--- config.mk ---
export PLATFORM = sky130hd
export DESIGN_NAME = keypad_debounce_event_encoder_flat
export DESIGN_NICKNAME = d
export VERILOG_FILES = /design/src/hw/rtl/kpd_pkg.sv /design/src/hw/rtl/kpd_in_if.sv /design/src/hw/rtl/kpd_out_if.sv /design/src/hw/rtl/kpd_update.sv /design/src/hw/rtl/keypad_debounce_event_encoder.sv /design/src/flat_wrapper.sv
export VERILOG_INCLUDE_DIRS = /design/src /design/src/hw/rtl
export SDC_FILE = /design/constraint.sdc
export NUM_CORES = 1
export LEC_CHECK = 0
export ABC_CLOCK_PERIOD_IN_PS = 12190
export BUFFER_PORTS_ARGS = -buffer_cell sky130_fd_sc_hd__buf_2
export CAP_MARGIN = 20
export CORE_MARGIN = 2
export CORE_UTILIZATION = 35
export CTS_CLUSTER_DIAMETER = 80
export DETAILED_ROUTE_END_ITERATION = 8
export GPL_ROUTABILITY_DRIVEN = 0
export PLACE_DENSITY = 0.55
export SLEW_MARGIN = 20
export SYNTH_ARGS = -nofsm -noshare
export SYNTH_HDL_FRONTEND = slang
export SYNTH_HIERARCHICAL = 1
export SYNTH_SLANG_ARGS = --single-unit
--- constraint.sdc ---
create_clock -name clk -period 12.19 [get_ports clk]
set_input_delay 1.219 -clock clk [delete_from_list [all_inputs] [get_ports clk]]
set_output_delay 1.219 -clock clk [all_outputs]
set_load 0.02 [all_outputs]
--- src/hw/rtl/assert_macros.svh ---
// Assertion macros shared by the keypad RTL.
// No dependencies; assertions are compiled out when SYNTHESIS is defined.
`ifndef ASSERT_MACROS_SVH
`define ASSERT_MACROS_SVH
`ifndef SYNTHESIS
// Same-cycle implication, disabled during reset
`define ASSERT_IMPLIES(label, clk, rst_n, ante, cons) \
  label: assert property (@(posedge clk) disable iff (!(rst_n)) (ante) |-> (cons)) \
    else $error("assertion failed");
// Next-cycle implication, disabled during reset
`define ASSERT_NEXT(label, clk, rst_n, ante, cons) \
  label: assert property (@(posedge clk) disable iff (!(rst_n)) (ante) |=> (cons)) \
    else $error("assertion failed");
`else
`define ASSERT_IMPLIES(label, clk, rst_n, ante, cons)
`define ASSERT_NEXT(label, clk, rst_n, ante, cons)
`endif
`endif

--- src/hw/rtl/kpd_pkg.sv ---
// Package for the keypad debounce and event encoder: item types, state type,
// key table lookups. No dependencies.
`timescale 1ns / 1ps

package kpd_pkg;

  localparam int unsigned NumKeys    = 16;
  localparam int unsigned KeyIdxW    = 4;
  localparam int unsigned TimeW      = 32;
  localparam int unsigned DebounceW  = 16;
  localparam logic [DebounceW-1:0] DebounceReset = 16'd30;
  localparam logic [7:0] NoKey = 8'h00;

  typedef logic [NumKeys-1:0] key_mask_t;
  typedef logic [7:0]         key_code_t;

  typedef struct packed {
    key_mask_t        raw_keys;
    logic [TimeW-1:0] now_ms;
    logic             pop_request;
    key_code_t        query_key;
  } in_item_t;

  typedef struct packed {
    key_code_t popped_key;
    key_mask_t stable_keys;
    logic      query_down;
  } out_item_t;

  typedef struct packed {
    key_mask_t        last_raw;
    logic [TimeW-1:0] change_time;
    key_mask_t        stable_mask;
    key_code_t        pending_key;
  } kpd_state_t;

  // Key table, bit row*4+col: 1 2 3 A / 4 5 6 B / 7 8 9 C / * 0 # D
  function automatic key_code_t key_code(input logic [KeyIdxW-1:0] idx);
    key_code_t code;
    case (idx)
      4'd0:    code = 8'h31;  // '1'
      4'd1:    code = 8'h32;  // '2'
      4'd2:    code = 8'h33;  // '3'
      4'd3:    code = 8'h41;  // 'A'
      4'd4:    code = 8'h34;  // '4'
      4'd5:    code = 8'h35;  // '5'
      4'd6:    code = 8'h36;  // '6'
      4'd7:    code = 8'h42;  // 'B'
      4'd8:    code = 8'h37;  // '7'
      4'd9:    code = 8'h38;  // '8'
      4'd10:   code = 8'h39;  // '9'
      4'd11:   code = 8'h43;  // 'C'
      4'd12:   code = 8'h2A;  // '*'
      4'd13:   code = 8'h30;  // '0'
      4'd14:   code = 8'h23;  // '#'
      default: code = 8'h44;  // 'D'
    endcase
    return code;
  endfunction

  // Code of the lowest set bit, NoKey when the mask is empty
  function automatic key_code_t lowest_code(input key_mask_t mask);
    key_code_t code;
    code = NoKey;
    for (int b = NumKeys - 1; b >= 0; b--) begin
      if (mask[b]) code = key_code(KeyIdxW'(b));
    end
    return code;
  endfunction

  // Stable state of the key with the given code, 0 when the code is not a key
  function automatic logic key_is_down(input key_code_t code, input key_mask_t mask);
    logic down;
    down = 1'b0;
    for (int b = 0; b < NumKeys; b++) begin
      if (key_code(KeyIdxW'(b)) == code) down = mask[b];
    end
    return down;
  endfunction

endpackage

--- src/hw/rtl/kpd_in_if.sv ---
// Input channel: valid/ready handshake carrying one scan item.
// Depends on kpd_pkg.
`timescale 1ns / 1ps

interface kpd_in_if;
  logic                         valid;
  logic                         ready;
  kpd_pkg::key_mask_t           raw_keys;
  logic [kpd_pkg::TimeW-1:0]    now_ms;
  logic                         pop_request;
  kpd_pkg::key_code_t           query_key;

  modport source (output valid, raw_keys, now_ms, pop_request, query_key, input ready);
  modport sink   (input valid, raw_keys, now_ms, pop_request, query_key, output ready);
endinterface

--- src/hw/rtl/kpd_out_if.sv ---
// Result channel: valid/ready handshake carrying one result item.
// Depends on kpd_pkg.
`timescale 1ns / 1ps

interface kpd_out_if;
  logic               valid;
  logic               ready;
  kpd_pkg::key_code_t popped_key;
  kpd_pkg::key_mask_t stable_keys;
  logic               query_down;

  modport source (output valid, popped_key, stable_keys, query_down, input ready);
  modport sink   (input valid, popped_key, stable_keys, query_down, output ready);
endinterface

--- src/hw/rtl/kpd_update.sv ---
// Combinational update for one scan item: debounce, event capture, pop, query.
// Depends on kpd_pkg.
`timescale 1ns / 1ps

module kpd_update (
  input  kpd_pkg::in_item_t             item,
  input  kpd_pkg::kpd_state_t           cur,
  input  logic [kpd_pkg::DebounceW-1:0] debounce_ms,
  output kpd_pkg::kpd_state_t           nxt,
  output kpd_pkg::out_item_t            res
);
  import kpd_pkg::*;

  logic [TimeW-1:0] change_time;
  logic [TimeW-1:0] elapsed;
  logic             settle;
  key_mask_t        pressed;
  key_code_t        pend_upd;

  always_comb begin
    // Track raw changes and their time
    change_time = (item.raw_keys != cur.last_raw) ? item.now_ms : cur.change_time;
    elapsed     = item.now_ms - change_time;  // wraps modulo 2^32
    settle      = (elapsed >= {{(TimeW-DebounceW){1'b0}}, debounce_ms}) &&
                  (item.raw_keys != cur.stable_mask);
    pressed     = item.raw_keys & ~cur.stable_mask;

    nxt.last_raw    = item.raw_keys;
    nxt.change_time = change_time;
    nxt.stable_mask = settle ? item.raw_keys : cur.stable_mask;

    // New press latches only into an empty event slot
    pend_upd = cur.pending_key;
    if (settle && (pressed != '0) && (cur.pending_key == NoKey)) begin
      pend_upd = lowest_code(pressed);
    end

    // Pop after the update
    nxt.pending_key = item.pop_request ? NoKey : pend_upd;
    res.popped_key  = item.pop_request ? pend_upd : NoKey;
    res.stable_keys = nxt.stable_mask;
    res.query_down  = key_is_down(item.query_key, nxt.stable_mask);
  end

endmodule

--- src/hw/rtl/keypad_debounce_event_encoder.sv ---
// Top level of the keypad debounce and event encoder.
// Depends on kpd_pkg, kpd_in_if, kpd_out_if, kpd_update and assert_macros.svh.
//
//   Channel   Direction  Handshake      Payload
//   in_ch     sink       valid/ready    raw_keys, now_ms, pop_request, query_key
//   out_ch    source     valid/ready    popped_key, stable_keys, query_down
//   cfg       write      cfg_wr_en      cfg_wr_data (debounce_ms)
//
// One item per cycle sustained while out_ch is not stalled; an accepted item passes
// through the input register, then the update logic into the result register.
// The key state updates as an item moves from the input register to the result
// register, so items are processed strictly in order.
// A stalled result holds the result register, and the input register once it
// is full; in_ch.ready is high while the input register is empty, the result
// register is empty, or the result is being taken.
// Synchronous active-low reset clears both stages, the key state, and sets
// debounce_ms to 30.
`timescale 1ns / 1ps
`include "assert_macros.svh"

module keypad_debounce_event_encoder (
  input  logic                          clk,
  input  logic                          rst_n,
  kpd_in_if.sink                        in_ch,
  kpd_out_if.source                     out_ch,
  input  logic                          cfg_wr_en,
  input  logic [kpd_pkg::DebounceW-1:0] cfg_wr_data
);
  import kpd_pkg::*;

  logic [DebounceW-1:0] debounce_r;
  in_item_t             in_r;
  logic                 in_valid_r;
  out_item_t            out_r;
  logic                 out_valid_r;
  kpd_state_t           state_r;
  kpd_state_t           state_nxt;
  out_item_t            res;
  logic                 advance;
  logic                 fire;

  // Pipeline moves when the result slot is free or being taken
  assign advance      = !out_valid_r || out_ch.ready;
  assign fire         = in_valid_r && advance;
  assign in_ch.ready  = !in_valid_r || advance;

  assign out_ch.valid       = out_valid_r;
  assign out_ch.popped_key  = out_r.popped_key;
  assign out_ch.stable_keys = out_r.stable_keys;
  assign out_ch.query_down  = out_r.query_down;

  // Configuration register
  always_ff @(posedge clk) begin
    if (!rst_n) begin
      debounce_r <= DebounceReset;
    end else if (cfg_wr_en) begin
      debounce_r <= cfg_wr_data;
    end
  end

  // Input register
  always_ff @(posedge clk) begin
    if (!rst_n) begin
      in_valid_r <= 1'b0;
    end else if (in_ch.ready) begin
      in_valid_r <= in_ch.valid;
    end
  end

  always_ff @(posedge clk) begin
    if (in_ch.ready && in_ch.valid) begin
      in_r.raw_keys    <= in_ch.raw_keys;
      in_r.now_ms      <= in_ch.now_ms;
      in_r.pop_request <= in_ch.pop_request;
      in_r.query_key   <= in_ch.query_key;
    end
  end

  kpd_update u_update (
    .item        (in_r),
    .cur         (state_r),
    .debounce_ms (debounce_r),
    .nxt         (state_nxt),
    .res         (res)
  );

  // Key state, updated once per processed item
  always_ff @(posedge clk) begin
    if (!rst_n) begin
      state_r <= '0;
    end else if (fire) begin
      state_r <= state_nxt;
    end
  end

  // Result register
  always_ff @(posedge clk) begin
    if (!rst_n) begin
      out_valid_r <= 1'b0;
    end else if (advance) begin
      out_valid_r <= in_valid_r;
    end
  end

  always_ff @(posedge clk) begin
    if (fire) begin
      out_r <= res;
    end
  end

  // A processed item always shows up as a result next cycle
  `ASSERT_NEXT(a_fire_gives_result, clk, rst_n, fire, out_valid_r)
  // A pop leaves the event slot empty
  `ASSERT_NEXT(a_pop_clears, clk, rst_n, fire && in_r.pop_request, state_r.pending_key == NoKey)
  // The shown stable mask matches the state until the next item is processed
  `ASSERT_IMPLIES(a_stable_matches, clk, rst_n, out_valid_r, out_r.stable_keys == state_r.stable_mask)

endmodule
--- src/flat_wrapper.sv ---
// flat-port wrapper written by rule: the top's interface ports become plain ports
module keypad_debounce_event_encoder_flat import kpd_pkg::*;
  (clk, rst_n, cfg_wr_en, cfg_wr_data, in_ch_valid, in_ch_raw_keys, in_ch_now_ms, in_ch_pop_request, in_ch_query_key, in_ch_ready, out_ch_valid, out_ch_popped_key, out_ch_stable_keys, out_ch_query_down, out_ch_ready);
  kpd_in_if in_ch_i ();
  kpd_out_if out_ch_i ();
  input  logic clk;
  input  logic rst_n;
  input  logic cfg_wr_en;
  input  logic [kpd_pkg::DebounceW-1:0] cfg_wr_data;
  input wire logic [$bits(in_ch_i.valid)-1:0] in_ch_valid;
  input wire logic [$bits(in_ch_i.raw_keys)-1:0] in_ch_raw_keys;
  input wire logic [$bits(in_ch_i.now_ms)-1:0] in_ch_now_ms;
  input wire logic [$bits(in_ch_i.pop_request)-1:0] in_ch_pop_request;
  input wire logic [$bits(in_ch_i.query_key)-1:0] in_ch_query_key;
  output wire logic [$bits(in_ch_i.ready)-1:0] in_ch_ready;
  output wire logic [$bits(out_ch_i.valid)-1:0] out_ch_valid;
  output wire logic [$bits(out_ch_i.popped_key)-1:0] out_ch_popped_key;
  output wire logic [$bits(out_ch_i.stable_keys)-1:0] out_ch_stable_keys;
  output wire logic [$bits(out_ch_i.query_down)-1:0] out_ch_query_down;
  input wire logic [$bits(out_ch_i.ready)-1:0] out_ch_ready;
  assign in_ch_i.valid = in_ch_valid;
  assign in_ch_i.raw_keys = in_ch_raw_keys;
  assign in_ch_i.now_ms = in_ch_now_ms;
  assign in_ch_i.pop_request = in_ch_pop_request;
  assign in_ch_i.query_key = in_ch_query_key;
  assign in_ch_ready = in_ch_i.ready;
  assign out_ch_valid = out_ch_i.valid;
  assign out_ch_popped_key = out_ch_i.popped_key;
  assign out_ch_stable_keys = out_ch_i.stable_keys;
  assign out_ch_query_down = out_ch_i.query_down;
  assign out_ch_i.ready = out_ch_ready;
  keypad_debounce_event_encoder u_core (.clk(clk), .rst_n(rst_n), .in_ch(in_ch_i), .out_ch(out_ch_i), .cfg_wr_en(cfg_wr_en), .cfg_wr_data(cfg_wr_data));
endmodule
==> impl_metrics.json, run 1 <==
{
  "synth_largest_area_cell": "edfxtp_1",
  "setup_viol": 0,
  "top_layer": "met4",
  "grtUsageTotal_pct": 16.0,
  "hp-class": "register to register",
  "finalCritPeriodShare_pct": 62.8,
  "synth_top_area_share_pct": 23.1,
  "syn-mean-instance-area_um2": 9.57,
  "arrival_ns": 7.83,
  "io_buffers": 104,
  "p_int_mw": 1.04,
  "drive_gt1_share_pct": 15.2,
  "p_per_area_nw_per_um2": 126,
  "drc": 0,
  "io_pins": 105,
  "max-vdd-ir-drop_uv": 103,
  "viasPerCell": 5.02,
  "final_net_count": 1304,
  "status": "finished clean",
  "clockPowerShare_pct": 37.6,
  "cts_resized": 0,
  "finalHoldViolations": 0,
  "p_sw_mw": 0.440,
  "drt-met1-wl_um": 11600,
  "finalInstanceArea_um2": 11700,
  "min_from": "u_core/state_r[43]$_SDFFE_PN0P_",
  "hold_depth": 2,
  "die_h_um": 179,
  "netlist_instances": 1114,
  "grt_first_pass_wirelength_um": 39700,
  "pwr-share-comb_pct": 17.7,
  "cpPeakStageDelay_ns": 0.71,
  "power_frac_seq_pct": 44.7,
  "grt_pass1_vias": 7714,
  "seq_area_frac_synth_pct": 40.0,
  "dpl_cell_area_um2": 11100,
  "async_reset_ff_share_pct": 0,
  "critPathKind": "register to register",
  "clock_latency_ns": 0.46,
  "ys_ff_latch": 172,
  "r2r_cells": 29,
  "row_count": 63,
  "p_sw_share_pct": 29.7,
  "crit_slowest_cell": "and4_1",
  "slew_headroom_pct": 35.0,
  "vias": 7877,
  "wl_met3_um": 864,
  "drt-total-wl_um": 24600,
  "dieArea_um2": 31900,
  "drv_slew": 0,
  "antenna_found_initial": 0,
  "cts-hold-fix-buffers": 0,
  "clk_pin_slew_ns": 0.08,
  "clock-sinks": 172,
  "cts_made_buffers": 17,
  "worst_clock_skew_ns": 0.0139,
  "dr_wl_met2_um": 11900,
  "synth_edf_count": 82,
  "tns_ns": 0,
  "finalCriticalPeriod_ns": 7.65,
  "fmax_ghz": 0.131,
  "clockBufferDepth": 2,
  "post-dp-hpwl_um": 17600,
  "antenna_left": 0,
  "max_cap_viol_count": 0,
  "cts_root_buf": "clkbuf_16",
  "grt_overflow": 0,
  "rsz0062_at_grt": "false",
  "area_growth_pct": 10.1,
  "start_util_pct": 35.8,
  "cp_max_fo": 20,
  "critPathRequiredTime_ns": 12.37,
  "synth_ff_type": "dfxtp_1",
  "r2r-start": "u_core/in_r[44]$_DFFE_PP_",
  "die_w_um": 179,
  "syn-num-nets": 1253,
  "netlist_top_cells_area": "edfxtp_1 23%, dfxtp_1 17%, mux2i_1 11%, ha_1 7.0%, nand2_1 6.4%",
  "yosys-top-cells-count": "183 x nand2_1, 119 x mux2i_1, 90 x dfxtp_1, 82 x edfxtp_1, 73 x inv_1",
  "cts_setup_buffers": 0,
  "end_kind": "register",
  "cts_tree": "yes",
  "worst_pin_slew_ns": 0.976,
  "first_iter_violations": 362,
  "post_drt_wl_per_cell_um": 15.7,
  "worst_path_most_repeated_cell": "a21oi_1",
  "p_leak_nw": 4.95,
  "holdPathEnd": "u_core/state_r[43]$_SDFFE_PN0P_",
  "r2r_end": "u_core/out_ch.query_down$_DFFE_PP_",
  "syn_area_um2": 10700,
  "drt_first_pass_iters": 5,
  "r2r_slack_ns": 4.54,
  "netlist-cell-type-count": 76,
  "critPathLaunchType": "register",
  "yosysMostFrequentCell": "nand2_1",
  "antenna_cells": 0,
  "htree_levels": 4,
  "grt_max_degree": 104,
  "ys_warn_count": 6,
  "core_area_um2": 29800
}
-- flip-flops by register name, summed over array words and instances (netlist names) --
register	flops
u_core/debounce_r	16
u_core/in_r	57
u_core/in_valid_r	1
u_core/out_ch.popped_key	8
u_core/out_ch.query_down	1
u_core/out_ch.stable_keys	16
u_core/out_ch.valid	1
u_core/state_r	72
-- routing by layer --
metal  up-vias  global-route usage [%]
li1       3985                       -
met1      3741                    20.6
met2       133                    27.0
met3        18                    3.60
met4         0                    4.03
met5         -                       0
-- metrics by stage --
stage | worst slack [ns] | hold WS [ns] | std cells | total power [mW] | util [%]
2_1_floorplan | 5.71 | 0.431 | 1114 | 0.876 | -
3_3_place_gp | 4.76 | 0.440 | 1536 | 0.934 | 37.4
3_5_place_dp | 4.46 | 0.448 | 1536 | 0.937 | 37.4
4_1_cts | 4.43 | 0.464 | 1568 | 1.50 | 39.4
5_1_grt | 3.73 | 0.475 | 1568 | 1.56 | 39.4
6_report | 4.54 | 0.460 | 1568 | 1.48 | 39.4
-- worst max-delay path by stage --
stage | cells after the start | slack [ns] | start | to
2_1_floorplan | 30 | 5.71 | u_core/in_r[44]$_DFFE_PP_ | u_core/out_ch.query_down$_DFFE_PP_
3_3_place_gp | 28 | 4.76 | u_core/in_r[44]$_DFFE_PP_ | u_core/out_ch.query_down$_DFFE_PP_
3_5_place_dp | 28 | 4.46 | u_core/in_r[44]$_DFFE_PP_ | u_core/out_ch.query_down$_DFFE_PP_
4_1_cts | 28 | 4.43 | u_core/in_r[44]$_DFFE_PP_ | u_core/out_ch.query_down$_DFFE_PP_
5_1_grt | 29 | 3.73 | u_core/in_r[44]$_DFFE_PP_ | u_core/out_ch.query_down$_DFFE_PP_
6_report | 29 | 4.54 | u_core/in_r[44]$_DFFE_PP_ | u_core/out_ch.query_down$_DFFE_PP_
-- placed cells by master, fill, tap and decap left out, types with 23 or more instances in the layout --
| master | n |
|---|---|
| a21oi_1 | 44 |
| buf_2 | 103 |
| dfxtp_1 | 90 |
| edfxtp_1 | 82 |
| ha_1 | 60 |
| inv_1 | 73 |
| mux2i_1 | 119 |
| nand2_1 | 183 |
| nor2_1 | 54 |
| nor2b_1 | 34 |
| o21ai_0 | 35 |
| xor2_1 | 23 |
-- critical path: cells and delay by family, from the launching register on --
family	cells	cell delay (ns)
AOI/OAI and AO/OA	13	2.68
xor gates and xnor gates	2	0.34
adders and majority gates	3	0.95
buffers and inverters	1	0.37
DFF	1	0.46
muxes	1	0.29
and+or+nand+nor	9	2.27
-- final cells by class --
cell class / count / area (um2)
fill: 2991 / 18000
multi-input combinational: 791 / 5550
sequential: 172 / 4260
timing repair buffer: 110 / 568
tap: 390 / 488
clock buffer: 17 / 425
inverter: 73 / 274
clock inverter: 15 / 178
-- cells by family (layout without fill, tap and decap cells) --
| group | Yosys count | in the layout | synth area share [%] |
|---|---|---|---|
| XOR/XNOR | 37 | 37 | 3.04 |
| AND/OR/NAND/NOR | 383 | 383 | 17.5 |
| multiplexers | 141 | 141 | 13.6 |
| AO/OA/AOI/OAI | 168 | 168 | 10.5 |
| adder cells (fa/ha/maj) | 62 | 62 | 7.32 |
| flip-flops | 172 | 172 | 40.0 |
| buffers and inverters | 151 | 215 | 8.12 |
-- power by group through the flow --
stage | clock (mW) | combinational [mW] | sequential, mW
2_1_floorplan | 0 | 0.203 | 0.673
3_3_place_gp | 0 | 0.260 | 0.674
3_5_place_dp | 0 | 0.262 | 0.675
4_1_cts | 0.577 | 0.264 | 0.662
5_1_grt | 0.599 | 0.294 | 0.666
6_report | 0.558 | 0.262 | 0.662
Note: power is estimated with default switching activity, not from simulation.
==> run 2, diff against run 1 <==
--- a/config.mk
+++ b/config.mk
@@ -6,7 +6,8 @@
 export SDC_FILE = /design/constraint.sdc
 export NUM_CORES = 1
 export LEC_CHECK = 0
-export ABC_CLOCK_PERIOD_IN_PS = 12190
+export ABC_AREA = 1
+export ABC_CLOCK_PERIOD_IN_PS = 6500
 export BUFFER_PORTS_ARGS = -buffer_cell sky130_fd_sc_hd__buf_2
 export CAP_MARGIN = 20
 export CORE_MARGIN = 2
@@ -14,7 +15,7 @@
 export CTS_CLUSTER_DIAMETER = 80
 export DETAILED_ROUTE_END_ITERATION = 8
 export GPL_ROUTABILITY_DRIVEN = 0
-export PLACE_DENSITY = 0.55
+export PLACE_DENSITY = 0.57
 export SLEW_MARGIN = 20
 export SYNTH_ARGS = -nofsm -noshare
 export SYNTH_HDL_FRONTEND = slang
==> constraint.sdc (replaced) <==
create_clock -name clk -period 6.5 [get_ports clk]
set_input_delay 0.65 -clock clk [delete_from_list [all_inputs] [get_ports clk]]
set_output_delay 0.65 -clock clk [all_outputs]
set_load 0.02 [all_outputs]
==> run 2 against run 1 <==
  * Sequential power rose by 90%
  * Power rose by 92%
  * Global-route usage grew 1.1 points
  * Clock-buffer cell count rose by 3
  * Register-to-register slack worse by 3.9 ns
  * Via count is 20% higher
  * Sequential cell count is the same
  * Largest power group unchanged
  * Highest routed layer unchanged
==> impl_metrics.json, run 2 <==
{
  "status": "finished clean",
  "rsz0062_at_grt": "false",
  "netlist_top_cells_area": "edfxtp_1 22%, dfxtp_1 16%, nand2_1 9.2%, inv_1 8.6%, ha_1 6.8%",
  "setup_viol": 0,
  "r2r_cells": 39,
  "synth_ff_type": "dfxtp_1",
  "grt_first_pass_wirelength_um": 45000,
  "drt-total-wl_um": 27400,
  "critPathLaunchType": "register",
  "async_reset_ff_share_pct": 0,
  "finalCriticalPeriod_ns": 5.81,
  "n_fill_cell": 3261,
  "fmax_ghz": 0.172,
  "grt_overflow": 0,
  "r2r-start": "u_core/in_r[53]$_DFFE_PP_",
  "r2r_slack_ns": 0.69,
  "cts_made_buffers": 17,
  "core_area_um2": 31300,
  "start_util_pct": 35.3,
  "critPathKind": "register to register",
  "cp_max_fo": 26,
  "crit_end": "u_core/state_r[0]$_SDFFE_PN0P_",
  "final_net_count": 1712,
  "row_count": 65,
  "antenna_found_initial": 0,
  "drt_first_pass_iters": 5,
  "final_cell_mix": "270 x nand2_1, 253 x inv_1, 185 x nor2_1",
  "critPathRequiredTime_ns": 6.83,
  "first_iter_violations": 594,
  "post_drt_wl_per_cell_um": 13.8,
  "cpPeakStageDelay_ns": 0.47,
  "clockBufferDepth": 2,
  "netlist-cell-type-count": 52,
  "clock-sinks": 172,
  "finalHoldViolations": 0,
  "antenna_cells": 0,
  "grt_max_degree": 111,
  "post-dp-hpwl_um": 20400,
  "cts_tree": "yes",
  "cts_root_buf": "clkbuf_16",
  "io_pins": 105,
  "p_leak_nw": 5.98,
  "drc": 0,
  "max_cap_viol_count": 0,
  "dieArea_um2": 33000,
  "syn-num-nets": 1651,
  "cp-startpoint": "u_core/in_r[53]$_DFFE_PP_",
  "clk_pin_slew_ns": 0.07,
  "reg_top3": "u_core/state_r (72), u_core/in_r (57)",
  "htree_levels": 4,
  "hp-class": "input pin to register",
  "seq_area_um2": 4270,
  "io_buffers": 104,
  "end_kind": "register",
  "viasPerCell": 4.75,
  "synth_largest_area_cell": "edfxtp_1",
  "dp_cells": 1943,
  "die_h_um": 182,
  "netlist_instances": 1512,
  "cts-hold-fix-buffers": 0,
  "largest_reg_flops": 72,
  "mostFrequentLayoutCell": "nand2_1",
  "multi_input_area_um2": 5300,
  "yosys-top-cells-count": "270 x nand2_1, 254 x inv_1, 185 x nor2_1, 122 x a21oi_1, 119 x nand3_1",
  "slew_headroom_pct": 33.2,
  "drv_slew": 0,
  "synth_top_area_share_pct": 22.3,
  "seq_area_frac_synth_pct": 38.5,
  "synth_edf_count": 82,
  "finalNonFillerCells": 1988,
  "die_w_um": 182,
  "grt_pass1_vias": 8813,
  "drive_gt1_share_pct": 15.3,
  "r2r_end": "u_core/state_r[0]$_SDFFE_PN0P_",
  "tns_ns": 0,
  "syn-mean-instance-area_um2": 7.32,
  "crit_slowest_cell": "edfxtp_1",
  "regMostFlops": "u_core/state_r",
  "antenna_left": 0,
  "finalCritPeriodShare_pct": 89.4,
  "worst_pin_slew_ns": 1.00,
  "area_growth_pct": 11.6,
  "worst_path_most_repeated_cell": "nor2_1",
  "max-vdd-ir-drop_uv": 179,
  "arrival_ns": 6.14,
  "ys_ff_latch": 172,
  "grtUsageTotal_pct": 17.1,
  "worst_clock_skew_ns": 0.0135,
  "syn_area_um2": 11100,
  "ys_warn_count": 6,
  "vias": 9447,
  "yosysMostFrequentCell": "nand2_1",
  "clock_latency_ns": 0.44,
  "p_per_area_nw_per_um2": 230
}
-- run 2: where the power goes --
group	total (mW)	internal (mW)	switching (mW)	leakage, nW
registers	1.26	1.21	0.0512	1.54
clock network	1.04	0.591	0.450	0.287
logic	0.543	0.205	0.338	4.16
total	2.84	2.01	0.839	5.98
-- run 2: worst max-delay path, delay by kind of cell, from the launching register on --
kind / cells / cell delay [ns]
buffers and inverters: 5 / 0.56
AO/OA/AOI/OAI: 5 / 0.81
adder cells (fa/ha/maj): 3 / 0.89
flip-flops: 1 / 0.47
XOR/XNOR: 1 / 0.13
AND/OR/NAND/NOR: 25 / 2.83
-- run 2: kinds of logic after synthesis --
family	share of synthesized area [%]
and+or+nand+nor	28.3
buffers and inverters	13.7
AOI/OAI and AO/OA	11.0
DFF	38.5
adders and majority gates	6.97
xor gates and xnor gates	1.43
-- run 2: layout make-up --
| type | instances | area share, % |
|---|---|---|
| Inverter | 263 | 8.05 |
| Timing Repair Buffer | 126 | 5.58 |
| Clock inverter | 12 | 1.11 |
| Sequential cell | 172 | 34.6 |
| Multi-Input combinational cell | 993 | 42.9 |
| Tap cell | 402 | 4.07 |
| Clock buffer | 20 | 3.70 |
-- run 2: worst min path at each step --
stage	to	from	slack (ns)	cells past startpoint
6_report	u_core/in_r[39]$_DFFE_PP_	in_ch_now_ms[30]	0.39	1
5_1_grt	u_core/in_r[39]$_DFFE_PP_	in_ch_now_ms[30]	0.36	1
4_1_cts	u_core/in_r[39]$_DFFE_PP_	in_ch_now_ms[30]	0.36	1
3_5_place_dp	u_core/debounce_r[1]$_SDFFE_PN1P_	u_core/debounce_r[1]$_SDFFE_PN1P_	0.45	2
3_3_place_gp	u_core/debounce_r[4]$_SDFFE_PN1P_	u_core/debounce_r[4]$_SDFFE_PN1P_	0.45	2
2_1_floorplan	u_core/debounce_r[1]$_SDFFE_PN1P_	u_core/debounce_r[1]$_SDFFE_PN1P_	0.43	2
-- run 2: per-layer routing --
layer	share of wire, %	vias up	global-route usage (%)
li1	-	4963	-
met4	2.9	0	6.67
met3	3.6	37	2.83
met2	47	182	28.7
met5	0	-	0
met1	47	4265	22.0
-- run 2: repair_timing --
item                       in CTS  in global routing
resized for setup               0                  6
setup endpoints to repair       0                 22
setup buffers                   0                 13
-- run 2: metrics by stage --
| stage | worst slack, ns | utilization (%) | cell area (um2) | power (mW) | hold slack (ns) |
|---|---|---|---|---|---|
| floorplan | 1.27 | - | 11100 | 1.69 | 0.429 |
| global placement | 0.483 | 37.2 | 11600 | 1.81 | 0.445 |
| detailed placement | 0.365 | 37.2 | 11600 | 1.82 | 0.449 |
| CTS | 0.321 | 39.1 | 12200 | 2.87 | 0.363 |
| global route | 0.0151 | 39.4 | 12300 | 3.01 | 0.362 |
| finish | 0.689 | 39.4 | 12300 | 2.84 | 0.386 |
